File: config.mk
export PLATFORM = sky130hd
export DESIGN_NAME = charge_session_meter_supervisor_core
export DESIGN_NICKNAME = d
export VERILOG_FILES = /design/src/rtl/core/csms_pkg.sv /design/src/rtl/core/csms_cfg_regs.sv /design/src/rtl/core/csms_sample_stage.sv /design/src/rtl/core/csms_accum_stage.sv /design/src/rtl/core/charge_session_meter_supervisor_core.sv
export SDC_FILE = /design/constraint.sdc
export NUM_CORES = 2
export LEC_CHECK = 0
export BUFFER_PORTS_ARGS = -buffer_cell sky130_fd_sc_hd__buf_2
export CORE_MARGIN = 5
export CORE_UTILIZATION = 55
export CTS_CLUSTER_DIAMETER = 60
export DETAILED_ROUTE_END_ITERATION = 12
export GPL_ROUTABILITY_DRIVEN = 0
export PLACE_DENSITY = 0.73
export RECOVER_POWER = 100
export SYNTH_ARGS = -nofsm -noshare
export SYNTH_HDL_FRONTEND = slang
export SYNTH_SLANG_ARGS = --single-unit
export TNS_END_PERCENT = 1
File: constraint.sdc
create_clock -name aclk -period 8.95 [get_ports aclk]
set_input_delay 0.895 -clock aclk [delete_from_list [all_inputs] [get_ports aclk]]
set_output_delay 0.895 -clock aclk [all_outputs]
set_load 0.05 [all_outputs]
File: src/rtl/core/csms_pkg.sv
// ----------------------------------------------------------------------------
// csms_pkg
// Shared types and constants of the charge session meter supervisor core.
// ----------------------------------------------------------------------------
`default_nettype none

package csms_pkg;

    localparam int unsigned EnergyW = 48;
    localparam int unsigned ValW    = 16;
    localparam int unsigned TempW   = 12;
    localparam int unsigned CountW  = 8;
    localparam int unsigned SumW    = 24;
    localparam int unsigned PowerW  = 32;
    localparam int unsigned CfgAddrW = 3;

    // register indexes of the configuration port
    localparam logic [CfgAddrW-1:0] REG_ENERGY_LIMIT = 3'd0;
    localparam logic [CfgAddrW-1:0] REG_LOW_VOLTAGE  = 3'd1;
    localparam logic [CfgAddrW-1:0] REG_HIGH_VOLTAGE = 3'd2;
    localparam logic [CfgAddrW-1:0] REG_HIGH_CURRENT = 3'd3;
    localparam logic [CfgAddrW-1:0] REG_LOW_CURRENT  = 3'd4;
    localparam logic [CfgAddrW-1:0] REG_HIGH_TEMP    = 3'd5;
    localparam logic [CfgAddrW-1:0] REG_AVG_COUNT    = 3'd6;

    // configuration reset values
    localparam logic [EnergyW-1:0] RST_ENERGY_LIMIT = '0;
    localparam logic [ValW-1:0]    RST_LOW_VOLTAGE  = 16'd18000;
    localparam logic [ValW-1:0]    RST_HIGH_VOLTAGE = 16'd26000;
    localparam logic [ValW-1:0]    RST_HIGH_CURRENT = 16'd16000;
    localparam logic [ValW-1:0]    RST_LOW_CURRENT  = 16'd100;
    localparam logic [TempW-1:0]   RST_HIGH_TEMP    = 12'd700;
    localparam logic [CountW-1:0]  RST_AVG_COUNT    = 8'd15;

    // held reading reset values
    localparam logic [ValW-1:0]  RST_HELD_VOLTAGE = 16'd23000;
    localparam logic [ValW-1:0]  RST_HELD_CURRENT = '0;
    localparam logic [TempW-1:0] RST_HELD_TEMP    = 12'd300;

    typedef struct packed {
        logic [EnergyW-1:0] energy_limit;
        logic [ValW-1:0]    low_voltage;
        logic [ValW-1:0]    high_voltage;
        logic [ValW-1:0]    high_current;
        logic [ValW-1:0]    low_current;
        logic [TempW-1:0]   high_temp;
        logic [CountW-1:0]  avg_count;
    } csms_cfg_t;

    // one metering tick as taken from the input channel
    typedef struct packed {
        logic             reading_valid;
        logic             session_active;
        logic [ValW-1:0]  voltage_cv;
        logic [ValW-1:0]  current_ma;
        logic [TempW-1:0] temperature_dc;
    } csms_tick_t;

    // one tick after the held readings are applied
    typedef struct packed {
        logic              session_active;
        logic              out_of_window;
        logic [PowerW-1:0] power;
        logic [ValW-1:0]   held_current;
    } csms_smp_t;

endpackage

`default_nettype wire

File: src/rtl/core/csms_cfg_regs.sv
// ----------------------------------------------------------------------------
// csms_cfg_regs
// Configuration register bank, write only, indexed by register number.
// ----------------------------------------------------------------------------
`default_nettype none

module csms_cfg_regs (
    input  wire                               aclk,
    input  wire                               aresetn,
    input  wire                               cfg_we,
    input  wire  [csms_pkg::CfgAddrW-1:0]     cfg_addr,
    input  wire  [csms_pkg::EnergyW-1:0]      cfg_wdata,
    output csms_pkg::csms_cfg_t               cfg
);

    csms_pkg::csms_cfg_t cfg_reg;
    csms_pkg::csms_cfg_t cfg_next;

    always_comb begin
        cfg_next = cfg_reg;
        if (cfg_we) begin
            case (cfg_addr)
                csms_pkg::REG_ENERGY_LIMIT: cfg_next.energy_limit = cfg_wdata;
                csms_pkg::REG_LOW_VOLTAGE:
                    cfg_next.low_voltage = cfg_wdata[csms_pkg::ValW-1:0];
                csms_pkg::REG_HIGH_VOLTAGE:
                    cfg_next.high_voltage = cfg_wdata[csms_pkg::ValW-1:0];
                csms_pkg::REG_HIGH_CURRENT:
                    cfg_next.high_current = cfg_wdata[csms_pkg::ValW-1:0];
                csms_pkg::REG_LOW_CURRENT:
                    cfg_next.low_current = cfg_wdata[csms_pkg::ValW-1:0];
                csms_pkg::REG_HIGH_TEMP:
                    cfg_next.high_temp = cfg_wdata[csms_pkg::TempW-1:0];
                csms_pkg::REG_AVG_COUNT:
                    cfg_next.avg_count = cfg_wdata[csms_pkg::CountW-1:0];
                default: cfg_next = cfg_reg;
            endcase
        end
    end

    always_ff @(posedge aclk) begin
        if (!aresetn) begin
            cfg_reg.energy_limit <= csms_pkg::RST_ENERGY_LIMIT;
            cfg_reg.low_voltage  <= csms_pkg::RST_LOW_VOLTAGE;
            cfg_reg.high_voltage <= csms_pkg::RST_HIGH_VOLTAGE;
            cfg_reg.high_current <= csms_pkg::RST_HIGH_CURRENT;
            cfg_reg.low_current  <= csms_pkg::RST_LOW_CURRENT;
            cfg_reg.high_temp    <= csms_pkg::RST_HIGH_TEMP;
            cfg_reg.avg_count    <= csms_pkg::RST_AVG_COUNT;
        end else begin
            cfg_reg <= cfg_next;
        end
    end

    assign cfg = cfg_reg;

endmodule

`default_nettype wire

File: src/rtl/core/csms_sample_stage.sv
// ----------------------------------------------------------------------------
// csms_sample_stage
// Input register, held reading update, power product and window checks.
// ----------------------------------------------------------------------------
`default_nettype none

module csms_sample_stage (
    input  wire                          aclk,
    input  wire                          aresetn,
    input  csms_pkg::csms_cfg_t          cfg,
    input  wire                          s_tvalid,
    output logic                         s_tready,
    input  wire  [47:0]                  s_tdata,
    input  wire  [1:0]                   s_tuser,
    output logic                         smp_valid,
    input  wire                          smp_ready,
    output csms_pkg::csms_smp_t          smp_item
);

    logic                    in_valid_reg;
    csms_pkg::csms_tick_t    in_item_reg;
    csms_pkg::csms_tick_t    in_item_next;
    logic                    in_ready;
    logic                    in_fire;

    logic                    smp_valid_reg;
    csms_pkg::csms_smp_t     smp_item_reg;
    csms_pkg::csms_smp_t     smp_item_next;
    logic                    smp_load;

    logic [csms_pkg::ValW-1:0]  held_voltage_reg, held_voltage_next;
    logic [csms_pkg::ValW-1:0]  held_current_reg, held_current_next;
    logic [csms_pkg::TempW-1:0] held_temp_reg, held_temp_next;
    logic                       over_range;

    // input register
    always_comb begin
        in_item_next.reading_valid  = s_tuser[0];
        in_item_next.session_active = s_tuser[1];
        in_item_next.voltage_cv     = s_tdata[15:0];
        in_item_next.current_ma     = s_tdata[31:16];
        in_item_next.temperature_dc = s_tdata[43:32];
    end

    assign smp_load = in_valid_reg && (!smp_valid_reg || smp_ready);
    assign in_ready = !in_valid_reg || smp_load;
    assign in_fire  = s_tvalid && in_ready;
    assign s_tready = in_ready;

    always_ff @(posedge aclk) begin
        if (!aresetn) begin
            in_valid_reg <= 1'b0;
        end else if (in_ready) begin
            in_valid_reg <= s_tvalid;
        end
    end

    always_ff @(posedge aclk) begin
        if (in_fire) begin
            in_item_reg <= in_item_next;
        end
    end

    // held readings as seen by this tick
    always_comb begin
        held_voltage_next = held_voltage_reg;
        held_current_next = held_current_reg;
        held_temp_next    = held_temp_reg;
        if (in_item_reg.reading_valid) begin
            held_voltage_next = in_item_reg.voltage_cv;
            held_current_next = (in_item_reg.current_ma < cfg.low_current) ?
                                '0 : in_item_reg.current_ma;
            held_temp_next    = in_item_reg.temperature_dc;
        end
    end

    always_comb begin
        over_range = (held_voltage_next > cfg.high_voltage) ||
                     (held_voltage_next < cfg.low_voltage) ||
                     (held_current_next > cfg.high_current) ||
                     ($signed(held_temp_next) > $signed(cfg.high_temp));
        smp_item_next.session_active = in_item_reg.session_active;
        smp_item_next.out_of_window  = over_range;
        smp_item_next.power          = csms_pkg::PowerW'(held_voltage_next) *
                                       csms_pkg::PowerW'(held_current_next);
        smp_item_next.held_current   = held_current_next;
    end

    always_ff @(posedge aclk) begin
        if (!aresetn) begin
            held_voltage_reg <= csms_pkg::RST_HELD_VOLTAGE;
            held_current_reg <= csms_pkg::RST_HELD_CURRENT;
            held_temp_reg    <= csms_pkg::RST_HELD_TEMP;
            smp_valid_reg    <= 1'b0;
        end else begin
            if (smp_load) begin
                held_voltage_reg <= held_voltage_next;
                held_current_reg <= held_current_next;
                held_temp_reg    <= held_temp_next;
            end
            if (!smp_valid_reg || smp_ready) begin
                smp_valid_reg <= in_valid_reg;
            end
        end
    end

    always_ff @(posedge aclk) begin
        if (smp_load) begin
            smp_item_reg <= smp_item_next;
        end
    end

    assign smp_valid = smp_valid_reg;
    assign smp_item  = smp_item_reg;

endmodule

`default_nettype wire

File: src/rtl/core/csms_accum_stage.sv
// ----------------------------------------------------------------------------
// csms_accum_stage
// Session accumulation, current averaging, flag latches and result register.
// ----------------------------------------------------------------------------
`default_nettype none

module csms_accum_stage (
    input  wire                          aclk,
    input  wire                          aresetn,
    input  csms_pkg::csms_cfg_t          cfg,
    input  wire                          smp_valid,
    output logic                         smp_ready,
    input  csms_pkg::csms_smp_t          smp_item,
    output logic                         m_tvalid,
    input  wire                          m_tready,
    output logic [79:0]                  m_tdata,
    output logic [3:0]                   m_tuser
);

    logic                             fire;
    logic                             acc;
    logic [csms_pkg::EnergyW:0]       energy_sum;
    logic [csms_pkg::EnergyW-1:0]     energy_sat;
    logic                             limit_hit;
    logic [csms_pkg::SumW-1:0]        sum_add;
    logic [csms_pkg::CountW-1:0]      count_add;
    logic [csms_pkg::CountW-1:0]      win_size;
    logic                             win_close;
    logic [csms_pkg::SumW:0]          floor_total;
    logic                             low_avg;

    logic [csms_pkg::EnergyW-1:0]     energy_reg, energy_next;
    logic [csms_pkg::SumW-1:0]        cur_sum_reg, cur_sum_next;
    logic [csms_pkg::CountW-1:0]      win_count_reg, win_count_next;
    logic [csms_pkg::SumW-1:0]        floor_reg, floor_next;
    logic                             overload_reg, overload_next;
    logic                             full_reg, full_next;
    logic                             timeout_reg, timeout_next;

    logic                             m_valid_reg;
    logic [79:0]                      m_data_reg;
    logic [3:0]                       m_user_reg;

    assign smp_ready = !m_valid_reg || m_tready;
    assign fire      = smp_valid && smp_ready;
    assign acc       = smp_item.session_active && !overload_reg && !full_reg && !timeout_reg;

    always_comb begin
        energy_sum = {1'b0, energy_reg} +
                     (csms_pkg::EnergyW + 1)'(smp_item.power);
        energy_sat = energy_sum[csms_pkg::EnergyW] ? '1 :
                     energy_sum[csms_pkg::EnergyW-1:0];
        limit_hit  = (cfg.energy_limit != '0) && (energy_sat >= cfg.energy_limit);

        sum_add     = cur_sum_reg + csms_pkg::SumW'(smp_item.held_current);
        count_add   = win_count_reg + 1'b1;
        win_size    = (cfg.avg_count == '0) ? csms_pkg::CountW'(1) : cfg.avg_count;
        win_close   = count_add >= win_size;
        // floor_reg tracks low_current times the samples already in the window
        floor_total = {1'b0, floor_reg} + (csms_pkg::SumW + 1)'(cfg.low_current);
        low_avg     = win_close && ({1'b0, sum_add} < floor_total);
    end

    always_comb begin
        energy_next    = energy_reg;
        cur_sum_next   = cur_sum_reg;
        win_count_next = win_count_reg;
        floor_next     = csms_pkg::SumW'(cfg.low_current) * csms_pkg::SumW'(win_count_reg);
        overload_next  = overload_reg;
        full_next      = full_reg;
        timeout_next   = timeout_reg;
        if (fire) begin
            floor_next = floor_reg;
            if (acc) begin
                energy_next    = limit_hit ? '0 : energy_sat;
                cur_sum_next   = win_close ? '0 : sum_add;
                win_count_next = win_close ? '0 : count_add;
                floor_next     = win_close ? '0 : floor_total[csms_pkg::SumW-1:0];
                overload_next  = overload_reg || smp_item.out_of_window;
                full_next      = full_reg || low_avg;
                timeout_next   = timeout_reg || limit_hit;
            end
        end
    end

    always_ff @(posedge aclk) begin
        if (!aresetn) begin
            energy_reg    <= '0;
            cur_sum_reg   <= '0;
            win_count_reg <= '0;
            floor_reg     <= '0;
            overload_reg  <= 1'b0;
            full_reg      <= 1'b0;
            timeout_reg   <= 1'b0;
            m_valid_reg   <= 1'b0;
        end else begin
            energy_reg    <= energy_next;
            cur_sum_reg   <= cur_sum_next;
            win_count_reg <= win_count_next;
            floor_reg     <= floor_next;
            overload_reg  <= overload_next;
            full_reg      <= full_next;
            timeout_reg   <= timeout_next;
            if (smp_ready) begin
                m_valid_reg <= smp_valid;
            end
        end
    end

    always_ff @(posedge aclk) begin
        if (fire) begin
            m_data_reg <= {energy_next, smp_item.power};
            m_user_reg <= {acc, timeout_next, full_next, overload_next};
        end
    end

    assign m_tvalid = m_valid_reg;
    assign m_tdata  = m_data_reg;
    assign m_tuser  = m_user_reg;

endmodule

`default_nettype wire

File: src/rtl/core/charge_session_meter_supervisor_core.sv
// path: an input transfer passes the input, sample and result registers before m_tvalid
// throughput: one tick per cycle while m_tready allows, set by the held reading and accumulator registers
// ready propagates back combinationally through three registered stages, so bubbles are absorbed
// reset: synchronous, aresetn low clears flags and totals and reloads held readings
// configuration returns to its default values at reset
// ----------------------------------------------------------------------------
// charge_session_meter_supervisor_core
// Metering tick supervisor: power, session energy, averaged current and
// latched overload, battery full and session timeout flags.
// ----------------------------------------------------------------------------
`default_nettype none

module charge_session_meter_supervisor_core (
    input  wire                           aclk,
    input  wire                           aresetn,
    input  wire                           cfg_we,
    input  wire  [csms_pkg::CfgAddrW-1:0] cfg_addr,
    input  wire  [csms_pkg::EnergyW-1:0]  cfg_wdata,
    input  wire                           s_tvalid,
    output logic                          s_tready,
    // voltage_cv[15:0], current_ma[31:16], temperature_dc[43:32], zero pad
    input  wire  [47:0]                   s_tdata,
    // reading_valid[0], session_active[1]
    input  wire  [1:0]                    s_tuser,
    output logic                          m_tvalid,
    input  wire                           m_tready,
    // power_now[31:0], energy_total[79:32]
    output logic [79:0]                   m_tdata,
    // overload[0], battery_full[1], session_timeout[2], accumulated[3]
    output logic [3:0]                    m_tuser
);

    csms_pkg::csms_cfg_t cfg;
    csms_pkg::csms_smp_t smp_item;
    logic                smp_valid;
    logic                smp_ready;

    csms_cfg_regs u_cfg (
        .aclk      (aclk),
        .aresetn   (aresetn),
        .cfg_we    (cfg_we),
        .cfg_addr  (cfg_addr),
        .cfg_wdata (cfg_wdata),
        .cfg       (cfg)
    );

    csms_sample_stage u_sample (
        .aclk      (aclk),
        .aresetn   (aresetn),
        .cfg       (cfg),
        .s_tvalid  (s_tvalid),
        .s_tready  (s_tready),
        .s_tdata   (s_tdata),
        .s_tuser   (s_tuser),
        .smp_valid (smp_valid),
        .smp_ready (smp_ready),
        .smp_item  (smp_item)
    );

    csms_accum_stage u_accum (
        .aclk      (aclk),
        .aresetn   (aresetn),
        .cfg       (cfg),
        .smp_valid (smp_valid),
        .smp_ready (smp_ready),
        .smp_item  (smp_item),
        .m_tvalid  (m_tvalid),
        .m_tready  (m_tready),
        .m_tdata   (m_tdata),
        .m_tuser   (m_tuser)
    );

endmodule

`default_nettype wire
==> metrics.md <==
| Metric | Value |
|---|---|
| Hold Path Stages | `1` |
| ANT nets after route | `0` |
| Top Family by Delay on Critical Path | `adder cells` |
| Mean area per synthesized cell | `8.930 µm²` |
| Clock slew at reported path FFs | `0.07 ns` |
| Max IR drop VDD | `0.2553 mV` |
| Clk_skew | `0.03303 ns` |
| CTS tree | `yes` |
| Overall Power | `8.830 mW` |
| Post-synthesis register bit count | `466` |
| Drt pass-1 iters | `6` |
| Max reg flops | `132` |
| Layout net count | `5045` |
| Ys flop type | `dfxtp_1` |
| Post-Place Cells | `5107` |
| Starting Density | `0.5543` |
| Least-Margin Pin Slew | `4.477 ns` |
| Power per cell area | `216.3 mW/mm²` |
| CP max stage cell | `fa_1` |
| MaxCap Viol Count | `9` |
| Post-CTS Setup Bufs | `0` |
| Final Hold Vio Count | `0` |
| DRC Markers | `0` |
| Die Span Y | `269.9 µm` |
| Crit path DAT | `8.94 ns` |
| Max-slew violations | `528` |
| Required time of the critical path | `9.36 ns` |
| Worst setup EP type | `flop` |
| Syn nets | `4914` |
| Die Wd | `269.9 µm` |
| Mapped Cells | `4161` |
| Worst path depth | `31` |
| Setup CP Type | `reg -> reg` |
| Worst path max stage delay | `0.56 ns` |
| Post-synth EDFFs | `180` |
| DR vias/cell | `5.981` |
| CP dominant cell by count | `fa_1` |
| CTS root buf | `clkbuf_16` |
| Post-synthesis sequential area ratio | `0.2995` |
| F_max | `117.1 MHz` |
| Fin Hold WS | `0.4514 ns` |
| Worst-path maximum fanout | `19` |
| Cells on worst reg2reg path | `31` |
| Final Cycle Share | `0.9540` |
| Fin cells | `5212` |
| Clock Latency Late Sink | `0.63 ns` |
| First-pass GRT wire length | `163.6 mm` |
| Leak | `18.12 nW` |
| Setup_tns | `0 ns` |
| H-tree levels | `2` |
| Fill count | `5835` |
| Largest net degree at the start of global routing | `80` |
| Final WL | `104.4 mm` |
| RSZ-0062 raised after global routing | `false` |
| Layout area overhead | `9.869%` |
| Antenna violations before repair | `1` |
| Full die area | `0.07286 mm²` |
| Crit path launch type | `flop` |
| Core region area | `0.06704 mm²` |
| Gr usage total | `0.2769` |
| DP HPWL | `77.60 mm` |
| Vias in the first global route | `30170` |
| Grt ovf | `0` |
| Port buffer count | `187` |
| Status | `finished with violations` |
| Total CTS buffers | `55` |
| Starting DRT DRC Count | `2735` |
| Final setup fails | `0` |
| Post-Synth XOR/XNOR Area | `0.02970` |
| Syn Std Cell Area | `0.03716 mm²` |
| Compound-Gate Fraction of Synth Area | `0.1457` |
| YS warnings | `0` |
| Buf+Inv Stages, Crit Path | `5` |
| Clock buffer depth | `3` |
| Tmin final | `8.538 ns` |
| Mux cell area share after synthesis | `0.009832` |
| Total clock sinks | `466` |
| Ys async rst share | `0` |
| Failing checks | `capacitance limit, slew limit` |
| Hold Path Class | `in -> reg` |
| I/O pins | `192` |
| Post-Synth Adder-Cell Area | `0.2746` |
| Fraction of layout cells with a size suffix above 1 | `0.07605` |
| Routed vias | `31170` |
| Slew Limit Headroom | `-1.984` |
| Rows | `95` |
| Simple-Gate Fraction of Synth Area | `0.1660` |
| Netlist cell types | `93` |
| WL/cell | `20.03 µm` |
| Largest family of logic cells by synthesized area | `adder cells` |
| Antenna diodes | `0` |
[what timing repair did]
action | CTS | global route
setup endpoints to repair | 0 | 8
resized for setup | 0 | 3
hold buffers | 0 | 0
[metrics by stage]
step	cell area, µm²	setup WS (ns)	utilization
5_1_grt	40830	0.02775	0.6090
3_3_place_gp	39120	0.5250	0.5835
4_1_cts	40990	0.3232	0.6114
2_1_floorplan	37160	0.8983	-
6_report	40830	0.4117	0.6090
3_5_place_dp	39120	0.3837	0.5835
[report_power, final]
group          internal [mW]  switching [mW]
Sequential              2.49           0.146
Combinational           1.56            2.37
Clock                   1.30           0.973
Total                   5.34            3.49
[final timing paths]
kind | slack (ns) | start | endpoint
worst max-delay path | 0.41 | u_sample.in_item_reg[21] | u_sample.smp_item[41]
worst max register to register | 0.41 | u_sample.in_item_reg[21] | u_sample.smp_item[41]
worst min register to register | 0.45 | u_cfg.cfg[39] | u_cfg.cfg[39]
worst min-delay path | 0.45 | s_tdata[18] | u_sample.in_item_reg[14]
[cells in the mapped netlist, drive strengths merged (10+ instances only)]
library cell | count | share of area
nand2b | 22 | 0.0038
and2 | 87 | 0.015
dfxtp | 286 | 0.15
o31ai | 11 | 0.0022
a21oi | 302 | 0.041
o211ai | 54 | 0.011
buf | 46 | 0.0062
mux2i | 23 | 0.0062
o21a | 29 | 0.0059
nor2 | 173 | 0.017
o21ai | 154 | 0.021
nand4 | 42 | 0.0071
nor4 | 25 | 0.0044
a32o | 18 | 0.0048
nor3 | 159 | 0.022
a31oi | 26 | 0.0044
nand2 | 534 | 0.054
fa | 281 | 0.15
xnor2 | 80 | 0.019
inv | 517 | 0.052
a211oi | 30 | 0.0066
mux2 | 12 | 0.0036
edfxtp | 180 | 0.15
o21bai | 17 | 0.0037
and3 | 21 | 0.0037
clkbuf | 157 | 0.016
a22oi | 13 | 0.0028
nor2b | 24 | 0.0040
xor2 | 46 | 0.011
or2 | 10 | 0.0017
ha | 366 | 0.12
nand3 | 182 | 0.025
or3 | 18 | 0.0031
a21o | 89 | 0.018
o22ai | 10 | 0.0017
[layer usage]
| layer | GRT usage | part of all wire |
|---|---|---|
| met5 | 0 | 0 |
| met1 | 0.3736 | 0.41 |
| met3 | 0.04575 | 0.089 |
| met2 | 0.4535 | 0.46 |
| met4 | 0.1001 | 0.041 |
[final cells by class]
cell class,instances,area (µm²),share of cell area
multi-input cells,2972,23320,0.5712
flip-flops and latches,466,11130,0.2726
inverters,521,1963,0.04808
clock buffers,69,1543,0.03779
repair buffers,276,1453,0.03558
well taps,873,1092,0.02675
clock inverters,35,326.6,0.007999
[cells in the final DEF (no fill, tap or decap), types with 80 or more instances in the layout]
cell / count
dfxtp_1: 286
and2_1: 82
fa_1: 281
edfxtp_1: 180
nand3_1: 181
a21oi_1: 297
ha_1: 366
xnor2_1: 80
nor2_1: 171
buf_2: 98
clkbuf_1: 107
inv_1: 512
nor3_1: 155
nand2_1: 534
o21ai_0: 149
a21o_1: 89
[cells by family after synthesis]
| kind of cell | after synthesis |
|---|---|
| compound gates | 842 |
| xor+xnor | 126 |
| fa+ha+maj | 647 |
| buf+inv | 724 |
| flops | 466 |
| mux | 35 |
| simple gates | 1321 |
Power figures use the tool's default switching activity.
